<file path="src/design/mcst_pkg.sv">
// ----------------------------------------------------------------------------
// mcst_pkg
// Shared types and constants for the multi-channel timer bank.
// ----------------------------------------------------------------------------
package mcst_pkg;

    localparam int CHANNELS_DEF    = 8;
    localparam int COUNT_WIDTH_DEF = 32;
    localparam int CHANNEL_W       = 3;
    localparam int DATA_W          = 32;
    localparam int MASK_W          = 8;

    typedef enum logic [2:0] {
        CMD_TICK      = 3'd0,
        CMD_OPEN      = 3'd1,
        CMD_CLOSE     = 3'd2,
        CMD_CLOSE_ALL = 3'd3,
        CMD_START     = 3'd4,
        CMD_STOP      = 3'd5,
        CMD_SET_NEXT  = 3'd6,
        CMD_QUERY     = 3'd7
    } t_cmd;

    typedef enum logic [1:0] {
        ST_OK           = 2'd0,
        ST_NOT_OPEN     = 2'd1,
        ST_ALREADY_OPEN = 2'd2,
        ST_ZERO_TIMEOUT = 2'd3
    } t_status;

    // per-channel control strobes, at most one besides tick is set
    typedef struct packed {
        logic tick;
        logic open;
        logic close;
        logic start;
        logic stop;
        logic set_next;
    } t_chan_ctrl;

    typedef struct packed {
        logic open;
        logic running;
        logic expired;
    } t_chan_stat;

endpackage

</file>
<file path="src/design/mcst_chan.sv">
// ----------------------------------------------------------------------------
// mcst_chan
// One timer channel: state registers, tick counter and expiry compare.
// ----------------------------------------------------------------------------
module mcst_chan
    import mcst_pkg::*;
#(
    parameter int COUNT_WIDTH = COUNT_WIDTH_DEF
) (
    input  logic                   i_clk,
    input  logic                   i_rst_n,
    input  t_chan_ctrl             i_ctrl,
    input  logic [COUNT_WIDTH-1:0] i_timeout,
    input  logic                   i_oneshot,
    output t_chan_stat             o_stat,
    output logic [COUNT_WIDTH-1:0] o_count,
    output logic [COUNT_WIDTH-1:0] o_remaining
);

    logic                   r_open, r_running, r_oneshot;
    logic [COUNT_WIDTH-1:0] r_tmo, r_pend, r_cnt;
    logic                   n_open, n_running, n_oneshot;
    logic [COUNT_WIDTH-1:0] n_tmo, n_pend, n_cnt;
    logic [COUNT_WIDTH-1:0] w_inc;
    logic                   w_due;
    logic                   w_hit;

    // w_due: the next tick would expire this channel (registered state only)
    assign w_inc = r_cnt + COUNT_WIDTH'(1);
    assign w_due = r_open && r_running && (w_inc == r_tmo);
    assign w_hit = i_ctrl.tick && w_due;

    always_comb begin
        n_open    = r_open;
        n_running = r_running;
        n_oneshot = r_oneshot;
        n_tmo     = r_tmo;
        n_pend    = r_pend;
        n_cnt     = r_cnt;
        if (i_ctrl.close) begin
            n_open    = 1'b0;
            n_running = 1'b0;
            n_oneshot = 1'b0;
            n_tmo     = '0;
            n_pend    = '0;
            n_cnt     = '0;
        end else if (i_ctrl.open) begin
            n_open    = 1'b1;
            n_running = 1'b0;
            n_oneshot = i_oneshot;
            n_tmo     = '0;
            n_pend    = '0;
            n_cnt     = '0;
        end else if (i_ctrl.start) begin
            n_tmo     = i_timeout;
            n_cnt     = '0;
            n_running = 1'b1;
        end else if (i_ctrl.stop) begin
            n_running = 1'b0;
        end else if (i_ctrl.set_next) begin
            n_pend = i_timeout;
        end else if (i_ctrl.tick && r_open && r_running) begin
            n_cnt = w_hit ? '0 : w_inc;
            if (w_hit) begin
                if (r_pend != '0) begin
                    n_tmo  = r_pend;
                    n_pend = '0;
                end
                if (r_oneshot) begin
                    n_running = 1'b0;
                end
            end
        end
    end

    always_ff @(posedge i_clk) begin
        if (!i_rst_n) begin
            r_open    <= 1'b0;
            r_running <= 1'b0;
            r_oneshot <= 1'b0;
            r_tmo     <= '0;
            r_pend    <= '0;
            r_cnt     <= '0;
        end else begin
            r_open    <= n_open;
            r_running <= n_running;
            r_oneshot <= n_oneshot;
            r_tmo     <= n_tmo;
            r_pend    <= n_pend;
            r_cnt     <= n_cnt;
        end
    end

    assign o_stat.open    = r_open;
    assign o_stat.running = r_running;
    assign o_stat.expired = w_due;
    assign o_count        = r_cnt;
    assign o_remaining    = r_tmo - r_cnt;

endmodule

</file>
<file path="src/design/multi_channel_soft_timer.sv">
// ----------------------------------------------------------------------------
// multi_channel_soft_timer
// Command-driven bank of timer channels with tick, open/close, start/stop,
// pending next timeout and query, reporting an expired mask and status.
// ----------------------------------------------------------------------------
// Pipeline: an accepted request passes the input register, then the result
//   register; a stalled output holds both until it drains.
// Throughput: one request per cycle unless the output stalls; each channel
//   owns a counter and comparator; a tick updates the whole bank on execute.
// Reset: synchronous active-low i_rst_n clears all channels and both
//   pipeline valids; the block is ready as soon as reset is released.
// ----------------------------------------------------------------------------
module multi_channel_soft_timer
    import mcst_pkg::*;
#(
    parameter int CHANNELS    = CHANNELS_DEF,
    parameter int COUNT_WIDTH = COUNT_WIDTH_DEF
) (
    input  logic                 i_clk,
    input  logic                 i_rst_n,
    // request channel
    input  logic                 i_in_valid,
    output logic                 o_in_ready,
    input  logic [2:0]           i_command,
    input  logic [CHANNEL_W-1:0] i_channel,
    input  logic [DATA_W-1:0]    i_timeout,
    input  logic                 i_oneshot,
    // result channel
    output logic                 o_out_valid,
    input  logic                 i_out_ready,
    output logic [MASK_W-1:0]    o_expired_mask,
    output logic [DATA_W-1:0]    o_elapsed,
    output logic [DATA_W-1:0]    o_remaining,
    output logic                 o_is_running,
    output logic [1:0]           o_status
);

    localparam int IDX_W = (CHANNELS > 1) ? $clog2(CHANNELS) : 1;

    // ---------------- input register ----------------
    logic                   r_in_valid;
    t_cmd                   r_cmd;
    logic [CHANNEL_W-1:0]   r_ch;
    logic [COUNT_WIDTH-1:0] r_tmo;
    logic                   r_os;

    // ---------------- result register ----------------
    logic                   r_out_valid;
    logic [MASK_W-1:0]      r_mask;
    logic [DATA_W-1:0]      r_elapsed;
    logic [DATA_W-1:0]      r_remaining;
    logic                   r_running;
    t_status                r_status;

    logic                   w_exec;
    logic                   w_ch_valid;
    logic [IDX_W-1:0]       w_idx;
    logic                   w_is_open;
    logic                   w_tmo_zero;

    t_chan_ctrl             w_ctrl  [CHANNELS];
    t_chan_stat             w_stat  [CHANNELS];
    logic [COUNT_WIDTH-1:0] w_count [CHANNELS];
    logic [COUNT_WIDTH-1:0] w_rem   [CHANNELS];
    logic [CHANNELS-1:0]    w_open_vec;
    logic [CHANNELS-1:0]    w_run_vec;
    logic [MASK_W-1:0]      w_exp_mask;

    // decoded strobes, to the addressed channel; tick and close all go to all
    logic                   n_tick, n_open, n_close, n_close_all;
    logic                   n_start, n_stop, n_set_next;
    logic [MASK_W-1:0]      n_mask;
    logic [DATA_W-1:0]      n_elapsed, n_remaining;
    logic                   n_running;
    t_status                n_status;

    // Execute when the result register is free or being drained.
    assign w_exec     = r_in_valid && (!r_out_valid || i_out_ready);
    assign o_in_ready = !r_in_valid || w_exec;

    // An index beyond the bank reads as closed; opening it gives ST_NOT_OPEN.
    assign w_ch_valid = (32'(r_ch) < CHANNELS);
    assign w_idx      = IDX_W'(r_ch);
    assign w_is_open  = w_ch_valid && w_open_vec[w_idx];
    assign w_tmo_zero = (r_tmo == '0);

    always_ff @(posedge i_clk) begin
        if (!i_rst_n) begin
            r_in_valid <= 1'b0;
        end else if (o_in_ready) begin
            r_in_valid <= i_in_valid;
        end
    end

    always_ff @(posedge i_clk) begin
        if (o_in_ready && i_in_valid) begin
            r_cmd <= t_cmd'(i_command);
            r_ch  <= i_channel;
            r_tmo <= i_timeout[COUNT_WIDTH-1:0];   // taken modulo 2^COUNT_WIDTH
            r_os  <= i_oneshot;
        end
    end

    // ---------------- command decode and status ----------------
    always_comb begin
        n_tick      = 1'b0;
        n_open      = 1'b0;
        n_close     = 1'b0;
        n_close_all = 1'b0;
        n_start     = 1'b0;
        n_stop      = 1'b0;
        n_set_next  = 1'b0;
        n_mask      = '0;
        n_elapsed   = '0;
        n_remaining = '0;
        n_running   = 1'b0;
        n_status    = ST_OK;
        case (r_cmd)
            CMD_TICK: begin
                n_tick = 1'b1;
                n_mask = w_exp_mask;
            end
            CMD_OPEN: begin
                if (!w_ch_valid) begin
                    n_status = ST_NOT_OPEN;
                end else if (w_is_open) begin
                    n_status = ST_ALREADY_OPEN;
                end else begin
                    n_open = 1'b1;
                end
            end
            CMD_CLOSE: begin
                if (!w_is_open) n_status = ST_NOT_OPEN;
                else            n_close  = 1'b1;
            end
            CMD_CLOSE_ALL: begin
                n_close_all = 1'b1;
            end
            CMD_START: begin
                if (!w_is_open)      n_status = ST_NOT_OPEN;
                else if (w_tmo_zero) n_status = ST_ZERO_TIMEOUT;
                else                 n_start  = 1'b1;
            end
            CMD_STOP: begin
                if (!w_is_open) n_status = ST_NOT_OPEN;
                else            n_stop   = 1'b1;
            end
            CMD_SET_NEXT: begin
                if (!w_is_open)      n_status   = ST_NOT_OPEN;
                else if (w_tmo_zero) n_status   = ST_ZERO_TIMEOUT;
                else                 n_set_next = 1'b1;
            end
            CMD_QUERY: begin
                if (!w_is_open) begin
                    n_status = ST_NOT_OPEN;
                end else begin
                    n_elapsed   = DATA_W'(w_count[w_idx]);
                    n_remaining = DATA_W'(w_rem[w_idx]);
                    n_running   = w_run_vec[w_idx];
                end
            end
            default: begin
                n_status = ST_OK;
            end
        endcase
    end

    // ---------------- channel bank ----------------
    for (genvar c = 0; c < CHANNELS; c++) begin : g_chan
        logic w_sel;
        assign w_sel = w_exec && (32'(r_ch) == c);

        assign w_ctrl[c].tick     = w_exec && n_tick;
        assign w_ctrl[c].open     = w_sel && n_open;
        assign w_ctrl[c].close    = (w_sel && n_close) || (w_exec && n_close_all);
        assign w_ctrl[c].start    = w_sel && n_start;
        assign w_ctrl[c].stop     = w_sel && n_stop;
        assign w_ctrl[c].set_next = w_sel && n_set_next;

        mcst_chan #(
            .COUNT_WIDTH (COUNT_WIDTH)
        ) u_chan (
            .i_clk       (i_clk),
            .i_rst_n     (i_rst_n),
            .i_ctrl      (w_ctrl[c]),
            .i_timeout   (r_tmo),
            .i_oneshot   (r_os),
            .o_stat      (w_stat[c]),
            .o_count     (w_count[c]),
            .o_remaining (w_rem[c])
        );

        assign w_open_vec[c] = w_stat[c].open;
        assign w_run_vec[c]  = w_stat[c].running;
    end

    // Only the first eight channels are visible in the expired mask.
    // A channel flags expiry when its next tick would hit the timeout.
    for (genvar m = 0; m < MASK_W; m++) begin : g_mask
        if (m < CHANNELS) begin : g_live
            assign w_exp_mask[m] = w_stat[m].expired;
        end else begin : g_none
            assign w_exp_mask[m] = 1'b0;
        end
    end

    // ---------------- result register ----------------
    always_ff @(posedge i_clk) begin
        if (!i_rst_n) begin
            r_out_valid <= 1'b0;
        end else if (w_exec) begin
            r_out_valid <= 1'b1;
        end else if (i_out_ready) begin
            r_out_valid <= 1'b0;
        end
    end

    always_ff @(posedge i_clk) begin
        if (w_exec) begin
            r_mask      <= n_mask;
            r_elapsed   <= n_elapsed;
            r_remaining <= n_remaining;
            r_running   <= n_running;
            r_status    <= n_status;
        end
    end

    assign o_out_valid    = r_out_valid;
    assign o_expired_mask = r_mask;
    assign o_elapsed      = r_elapsed;
    assign o_remaining    = r_remaining;
    assign o_is_running   = r_running;
    assign o_status       = r_status;

    // ---------------- assertions ----------------
    a_run_needs_open: assert property (@(posedge i_clk) disable iff (!i_rst_n)
        (w_run_vec & ~w_open_vec) == '0)
        else $error("channel running while closed");

    a_close_all: assert property (@(posedge i_clk) disable iff (!i_rst_n)
        (w_exec && r_cmd == CMD_CLOSE_ALL) |=> (w_open_vec == '0))
        else $error("channel still open after close all");

    a_open_adds_one: assert property (@(posedge i_clk) disable iff (!i_rst_n)
        (w_exec && r_cmd == CMD_OPEN && n_status == ST_OK) |=>
        ($countones(w_open_vec) == $past($countones(w_open_vec)) + 1))
        else $error("successful open did not open exactly one channel");

    a_fail_zero_fields: assert property (@(posedge i_clk) disable iff (!i_rst_n)
        (o_out_valid && o_status != ST_OK) |->
        (o_elapsed == '0 && o_remaining == '0 && !o_is_running && o_expired_mask == '0))
        else $error("rejected request carries nonzero result fields");

    a_ready_stall: assert property (@(posedge i_clk) disable iff (!i_rst_n)
        !o_in_ready |-> (r_in_valid && r_out_valid && !i_out_ready))
        else $error("input stalled without a full pipeline");

endmodule
</file>
<file path="config.mk">
export PLATFORM = sky130hd
export DESIGN_NAME = multi_channel_soft_timer
export DESIGN_NICKNAME = d
export VERILOG_FILES = /design/src/design/mcst_pkg.sv /design/src/design/mcst_chan.sv /design/src/design/multi_channel_soft_timer.sv
export SDC_FILE = /design/constraint.sdc
export NUM_CORES = 2
export LEC_CHECK = 0
export BUFFER_PORTS_ARGS = -buffer_cell sky130_fd_sc_hd__buf_2
export CORE_MARGIN = 5
export CORE_UTILIZATION = 30
export CTS_CLUSTER_DIAMETER = 100
export CTS_CLUSTER_SIZE = 25
export DETAILED_ROUTE_END_ITERATION = 7
export PLACE_DENSITY = 0.5
export SLEW_MARGIN = 30
export SYNTH_ARGS = -nofsm -noshare
export SYNTH_HDL_FRONTEND = slang
export SYNTH_SLANG_ARGS = --single-unit
</file>
<file path="constraint.sdc">
create_clock -name i_clk -period 3.9 [get_ports i_clk]
set_input_delay 0.195 -clock i_clk [delete_from_list [all_inputs] [get_ports i_clk]]
set_output_delay 0.195 -clock i_clk [all_outputs]
set_load 0.01 [all_outputs]
</file>
# [After elaboration in Yosys (flattened, before gate mapping)]
# Cells that the tools add are included.
[totals] regBits=908 latchBits=0 out_inout_bits=77 wordCells=560 mem_bits_rw=0 memories=0 romBits=0
[classes] n_bitwise=26 n_eq_ne=46 shifts=0 reduce_logical=247 addsub=16 n_mux=164 multipliers=0 magnitude_cmp=2 div=0
[ops] operator="32-bit two-way mux" n=92
[ops] operator="32-bit by 1-bit adder with 32-bit output, second input constant" n=8
[ops] operator="32-bit equality test" n=8
[ops] operator="32-bit nonzero test" n=8
[ops] operator="32-bit subtractor" n=8
[ops] operator="32-bit binary-select mux with 3-bit select" n=2
[ops] operator="2-bit nonzero test" n=49
[ops] operator="1-bit logical AND" n=92
[ops] operator="5-bit AND reduction" n=16
[ops] operator="3-bit nonzero test" n=24
[ops] operator="1-bit two-way mux" n=64
[ops] operator="32-bit zero test" n=1
[ops] operator="2-bit by 1-bit != test with 1-bit output, second input constant" n=16
[ops] operator="4-bit AND reduction" n=8
[ops] operator="4-bit OR reduction" n=8
[ops] operator="3-bit OR reduction" n=9
[ops] operator="1-bit inverter" n=25
[ops] operator="3-bit equality test, second input constant" n=8
[ops] operator="3-bit by 1-bit != test with 1-bit output, second input constant" n=8
[ops] operator="3-bit AND reduction" n=8
[ops] operator="2-bit OR reduction" n=9
[ops] operator="3-bit by 2-bit equality test with 1-bit output, second input constant" n=4
[ops] operator="1-bit logical OR" n=10
[ops] operator="1-bit binary-select mux with 3-bit select" n=2
[ops] operator="other kinds (9)" n=14

# [Logic depth before layout (Yosys ltp)]
[logic_depth] ltp_word=10 ltp_mapped=17 depth_no_buf=14

# [Hierarchy]
# Synthesis repeated with hierarchy kept, for this count alone.
[unflattened] hier_cells=8539 hier_area_um2=71040.6
[by_module_without_submodules] module="mcst_chan (g_chan[1].u_chan ...)" n_inst=3 cells_per_inst=998 area_each_um2=7867.5 seq_area_each_um2=1981.9
[by_module_without_submodules] module="mcst_chan (g_chan[5].u_chan ...)" n_inst=2 cells_per_inst=1029 area_each_um2=8006.4 seq_area_each_um2=1981.9
[by_module_without_submodules] module="multi_channel_soft_timer" n_inst=1 cells_per_inst=535 area_each_um2=8232.9 seq_area_each_um2=3463.3
[by_module_without_submodules] module="mcst_chan (g_chan[4].u_chan)" n_inst=1 cells_per_inst=1031 area_each_um2=8007.7 seq_area_each_um2=1981.9
[by_module_without_submodules] module="mcst_chan (g_chan[0].u_chan)" n_inst=1 cells_per_inst=1018 area_each_um2=7861.3 seq_area_each_um2=1981.9
[by_module_without_submodules] module="mcst_chan (g_chan[6].u_chan)" n_inst=1 cells_per_inst=903 area_each_um2=7323.3 seq_area_each_um2=1981.9

# [Worst setup path after synthesis]
# No wires, ideal clock.
[synth_timing] path_type="reg2reg" startpoint="register r_out_valid, in the netlist o_out_valid" endpoint="register g_chan[4].u_chan.r_cnt[30]" setup_ns=0.124 stages_incl_launch_ff=13 setup_slack_ns=-0.329 required_ns=3.776 t_arrival_ns=4.106 path_cell_list="dfxtp_1 > nor2b_1 > nand2b_1 > clkbuf_1 > inv_1 > nand3_1 > o21ai_1 > nand2b_1 > clkbuf_1 > nor2_1 > clkbuf_1 > a21oi_1 > o41ai_1"
[synth_via] elab_chain_cells=7 word_cells_on_any_way=20 classes_between="mux: 1; bitwise: 2; reduce/logical: 17"
[synth_rtl] item="start, declared" line_no="multi_channel_soft_timer.sv:48" source="logic r_out_valid;"
[synth_rtl] item="start signal, assigned" line_no="multi_channel_soft_timer.sv:210" source="r_out_valid <= 1'b0;"
[synth_rtl] item="start signal, assigned" line_no="multi_channel_soft_timer.sv:212" source="r_out_valid <= 1'b1;"
[synth_rtl] item="start signal, assigned" line_no="multi_channel_soft_timer.sv:214" source="r_out_valid <= 1'b0;"
[synth_rtl] item="1-bit zero test *" line_no="multi_channel_soft_timer.sv:78" source="assign w_exec = r_in_valid && (!r_out_valid || i_out_ready);"
[synth_rtl] item="1-bit logical OR *" line_no="multi_channel_soft_timer.sv:78"
[synth_rtl] item="1-bit logical AND *" line_no="multi_channel_soft_timer.sv:78"
[synth_rtl] item="named net w_exec" line_no="multi_channel_soft_timer.sv:55" source="logic w_exec;"
[synth_rtl] item="1-bit logical AND (on tied branches)" line_no="multi_channel_soft_timer.sv:171, multi_channel_soft_timer.sv:173"
[synth_rtl] item="1-bit logical AND (on tied branches)"
[synth_rtl] item="1-bit logical OR (tied with other cells)" line_no="multi_channel_soft_timer.sv:175" source="assign w_ctrl[c].close = (w_sel && n_close) || (w_exec && n_close_all);"
[synth_rtl] item="4-bit OR reduction (no line) / 3-bit AND reduction (equally long branches)"
[synth_rtl] item="end signal, assigned" line_no="mcst_chan.sv:90" source="r_cnt <= n_cnt;"
[synth_rtl] item="end, declared" line_no="mcst_chan.sv:21" source="logic [COUNT_WIDTH-1:0] r_tmo, r_pend, r_cnt;"
# The timed path passes the listed nets; every way through them passes the cells marked *.
# A chain may end at the register's enable or synchronous reset.

# [Worst setup path after layout]
[layout_timing] startpoint="register g_chan[2].u_chan.r_cnt[0]" endpoint="register g_chan[2].u_chan.r_tmo[13]"
[layout_via] elab_chain_cells=6
[layout_rtl] item="start, declared" line_no="mcst_chan.sv:21"
[layout_rtl] item="start signal, assigned" line_no="mcst_chan.sv:90"
[layout_rtl] item="32-bit by 1-bit adder with 32-bit output" line_no="mcst_chan.sv:29" source="assign w_inc = r_cnt + COUNT_WIDTH'(1);"
[layout_rtl] item="32-bit equality test" line_no="mcst_chan.sv:30" source="assign w_due = r_open && r_running && (w_inc == r_tmo);"
[layout_rtl] item="1-bit logical AND" line_no="mcst_chan.sv:30"
[layout_rtl] item="1-bit logical AND" line_no="mcst_chan.sv:31" source="assign w_hit = i_ctrl.tick && w_due;"
[layout_rtl] item="2-bit nonzero test (no line)"
[layout_rtl] item="5-bit AND reduction (no line)"
[layout_rtl] item="end signal, assigned" line_no="mcst_chan.sv:88" source="r_tmo <= n_tmo;"
[layout_rtl] item="end, declared" line_no="mcst_chan.sv:21"
# No other way between the ends.

==> impl_summary.txt <==
----------------------------------------------------
[Finish]
  Number of nets in the layout ... 8805
  Fraction of layout instances using a drive strength above 1 ... 17.6%
  Layout overhead on the synthesized area ... 19.9%
  Leading cell types in the layout, fill and taps excluded ... 974 x sky130_fd_sc_hd__nand2_1, 855 x sky130_fd_sc_hd__buf_4, 764 x sky130_fd_sc_hd__dfxtp_1
  Commonest non-fill, non-tap cell in the layout ... sky130_fd_sc_hd__nand2_1
  Final design instance area without fill ... 75200 um^2

[Synthesis]
  Distinct cells, synth ... 97
  Warnings, synthesis ... 0
  Sequential area share after synthesis ... 30.8%
  Area share of and/or/nand/nor cells after synthesis ... 22.4%
  Primary flip-flop cell chosen by synthesis mapping ... sky130_fd_sc_hd__dfxtp_1
  Xor and xnor fraction of the mapped netlist area ... 7.29%
  Mapped Avg Cell Area ... 7.91 um^2
  Proportion of synthesized area in mux cells ... 8.01%
  Post-synth top area share ... 25.4%
  Adder-cell area share of the yosys netlist ... 5.37%
  Flip-flop and latch count after synthesis ... 908
  Post-synthesis compound-gate area fraction ... 20.5%
  Share of synthesized registers carrying an async set or reset ... 0%
  Cell Area, Synth ... 62700 um^2
  Cell taking the most area after synthesis ... sky130_fd_sc_hd__dfxtp_1
  Cells after synthesis ... 7926
  Nets in the synthesized netlist ... 8233
  Combinational family with the most area after synthesis ... simple AND/OR/NAND/NOR gates
  Most area-consuming cells after synthesis ... sky130_fd_sc_hd__dfxtp_1 25%, sky130_fd_sc_hd__a21oi_1 6.0%, sky130_fd_sc_hd__nand2_1 5.8%
  Count of flip-flops with a built-in enable after synthesis ... 114

[Route]
  Vias ... 67300
  Average vias per placed instance ... 5.93
  Average routed wire per standard cell ... 30.3 um
  Count of unresolved DRC violations after routing ... 0
  Count of nets left with antenna violations after detail routing ... 0
  1st-pass router iterations ... 6
  Count of routing violations after the opening detailed-route iteration ... 9269
  Total Routed Length ... 344000 um

[Setup path]
  Start point of the critical path ... g_chan[2].u_chan.o_count[0]$_SDFFE_PP0P_
  Required time of the critical path ... 4.60 ns
  Worst r2r src ... g_chan[2].u_chan.o_count[0]$_SDFFE_PP0P_
  Startpoint type of the worst setup path ... flop
  Endpoint kind of the worst setup timing path ... flop
  Critical path data arrival time ... 4.56 ns
  Class of the most critical setup path ... flop to flop
  Max FO, Critical Path ... 8

[STA]
  Number of setup violations in the final report ... 0
  Post-route clock skew ... 0.0559 ns
  Highest clock rate ... 259 MHz
  RSZ-0062 raised after global routing ... yes
  Pin slew with the least headroom to its limit ... 0.915 ns
  Max Slew Vio Count ... 0
  Worst hold-check slack ... 0.138 ns
  Minimum period implied by the final worst setup slack ... 3.87 ns
  Final worst-path cycle share ... 99.2%
  Normalized max-slew margin ... 38.2%
  Number of failing hold endpoints at the final stage ... 0

[GRT]
  Global route overflow ... 0
  Maximum number of pins on one net before global-route repair ... 65
  Via count of the first global-routing pass ... 60500
  First-pass GRT wire length ... 472000 um
  Total track usage ... 29.9%
  Number of antenna violations at the first check in global routing ... 59

[Outcome]
  Run status ... complete, no violations

[Clock network]
  Root buffer selected by CTS ... sky130_fd_sc_hd__clkbuf_16
  Maximum buffer depth of the clock tree ... 3
  Clock Latency Late Sink ... 0.78 ns
  H-tree Lvls ... 2
  Num CTS Buffers ... 56
  Clock input transition at the sequential cells of the worst setup and hold paths ... 0.11 ns
  TritonCTS clock tree ... yes
  Clock sinks ... 908

[Placed design]
  Final estimated routing congestion in global placement ... 1.05
  Port Buffers ... 119
  Total cell area at the placement stage ... 71700 um^2
  Post-DP HPWL ... 264000 um

[Run]
  Number of maximum-capacitance violations ... 0

[Die]
  Number of standard-cell rows in the floorplan ... 167
  Top-level port count ... 120
  Die Y ... 467 um
  Initial cell density of the core ... 30.2%
  Die W ... 467 um
  Overall die area ... 218000 um^2
  Placeable Area ... 207000 um^2

[Power]
  Leakage power ... 28.0 nW
  Maximum vdd drop ... 0.364 mV
  Pwr Density ... 243 nW/um^2
  Post-layout total power ... 0.0182 W

[Hold path]
  Hold WC Path Type ... input port to flop
  Worst Min Path Start ... i_channel[0]

----------------------------------------------------
power by group:
group          total (W)  switching, W  internal, W
logic            0.00136       0.00102     0.000336
registers        0.00956     0.0000555      0.00951
clock network    0.00732       0.00427      0.00305
total             0.0182       0.00534       0.0129
per-layer routing:
layer  vias up  wire, um  track usage (%)
li1      29900         -                -
met1     33200    146000             41.9
met2      3643    143000             44.1
met3       575     33800             5.19
met4         2     20700             15.1
met5         -        14                0
stage by stage:
stage                     utilization (%)  cells  setup slack, ns  TNS (ns)
after detailed placement             34.6  11200           -0.232    -30.84
final                                36.2  11300           0.0318         0
after floorplan                         -   7926           0.0165         0
after CTS                            35.8  11300          0.00283         0
after global placement               34.6  11200           -0.281    -37.88
after global routing                 36.2  11300          -0.0845     -3.38
worst max-delay path, cell delays in order (launching register included):
cell and delay (ns):
sky130_fd_sc_hd__dfxtp_2 0.37, sky130_fd_sc_hd__ha_1 0.33, sky130_fd_sc_hd__xor2_1 0.19, sky130_fd_sc_hd__a2111oi_2 0.23, sky130_fd_sc_hd__buf_4 0.19, sky130_fd_sc_hd__o221a_2 0.20, sky130_fd_sc_hd__o2111ai_2 0.19, sky130_fd_sc_hd__nor4_2 0.32
sky130_fd_sc_hd__nor4b_2 0.23, sky130_fd_sc_hd__nand4_1 0.20, sky130_fd_sc_hd__or2_1 0.32, sky130_fd_sc_hd__or3_4 0.47, sky130_fd_sc_hd__buf_12 0.20, sky130_fd_sc_hd__mux2i_2 0.15, sky130_fd_sc_hd__o21ai_2 0.18
layout make-up:
type / count / area (um^2)
Fill cell: 21600 / 132000
Multi-Input combinational cell: 6136 / 40600
Sequential cell: 908 / 19400
Timing Repair Buffer: 1075 / 8520
Tap cell: 2788 / 3490
Clock buffer: 64 / 1450
Inverter: 321 / 1210
Clock inverter: 36 / 498
Antenna cell: 15 / 37.5
worst paths after layout:
check                                        endpoint  slack (ns)  cells after the start
max           g_chan[2].u_chan.r_tmo[13]$_SDFFE_PP0P_        0.03                     14
min                                 r_ch[0]$_DFFE_PP_        0.14                      2
max reg2reg   g_chan[2].u_chan.r_tmo[13]$_SDFFE_PP0P_        0.03                     14
min reg2reg  g_chan[4].u_chan.r_pend[25]$_SDFFE_PP0P_        0.49                      2
synthesized netlist by cell type, types with 73 or more instances:
| library cell | count |
|---|---|
| sky130_fd_sc_hd__o21ai_0 | 468 |
| sky130_fd_sc_hd__nor4_1 | 141 |
| sky130_fd_sc_hd__nand3_1 | 390 |
| sky130_fd_sc_hd__xnor2_1 | 343 |
| sky130_fd_sc_hd__mux2i_1 | 280 |
| sky130_fd_sc_hd__o21ai_1 | 197 |
| sky130_fd_sc_hd__a21oi_1 | 746 |
| sky130_fd_sc_hd__clkbuf_1 | 434 |
| sky130_fd_sc_hd__dfxtp_1 | 794 |
| sky130_fd_sc_hd__edfxtp_1 | 114 |
| sky130_fd_sc_hd__nand2b_1 | 73 |
| sky130_fd_sc_hd__nor2_1 | 433 |
| sky130_fd_sc_hd__or3_1 | 101 |
| sky130_fd_sc_hd__buf_2 | 77 |
| sky130_fd_sc_hd__nand4_1 | 149 |
| sky130_fd_sc_hd__nand2_1 | 975 |
| sky130_fd_sc_hd__mux4_2 | 96 |
| sky130_fd_sc_hd__inv_1 | 317 |
| sky130_fd_sc_hd__a21o_1 | 109 |
| sky130_fd_sc_hd__nor3_1 | 142 |
| sky130_fd_sc_hd__ha_1 | 256 |
| sky130_fd_sc_hd__a31oi_1 | 92 |
| sky130_fd_sc_hd__xor2_1 | 179 |
what timing repair did:
action / CTS / global route
cloned: 0 / 9
gates resized for setup: 28 / 152
endpoints found under the hold margin: 47 / 0
pin swaps: 0 / 37
hold buffers: 45 / 0
buffers inserted: 0 / 15
endpoints found under the setup margin: 378 / 622
sequential cells by signal (all words and copies together), names as in the netlist, 2 cells and up:
register                 flops
g_chan.u_chan.o_count      256
g_chan.u_chan.r_oneshot      8
g_chan.u_chan.r_open         8
g_chan.u_chan.r_pend       256
g_chan.u_chan.r_running      8
g_chan.u_chan.r_tmo        256
o_elapsed                   32
o_expired_mask               8
o_remaining                 32
o_status                     2
r_ch                         3
r_cmd                        3
r_tmo                       32
cells by family after synthesis:
logic type | count (synthesis)
flip-flops | 908
AND/OR/NAND/NOR | 2818
multiplexers | 381
XOR/XNOR | 522
AO/OA/AOI/OAI | 2151
adder cells (fa/ha/maj) | 264
buffers and inverters | 882
No activity file was read; power rests on OpenSTA's default activity.
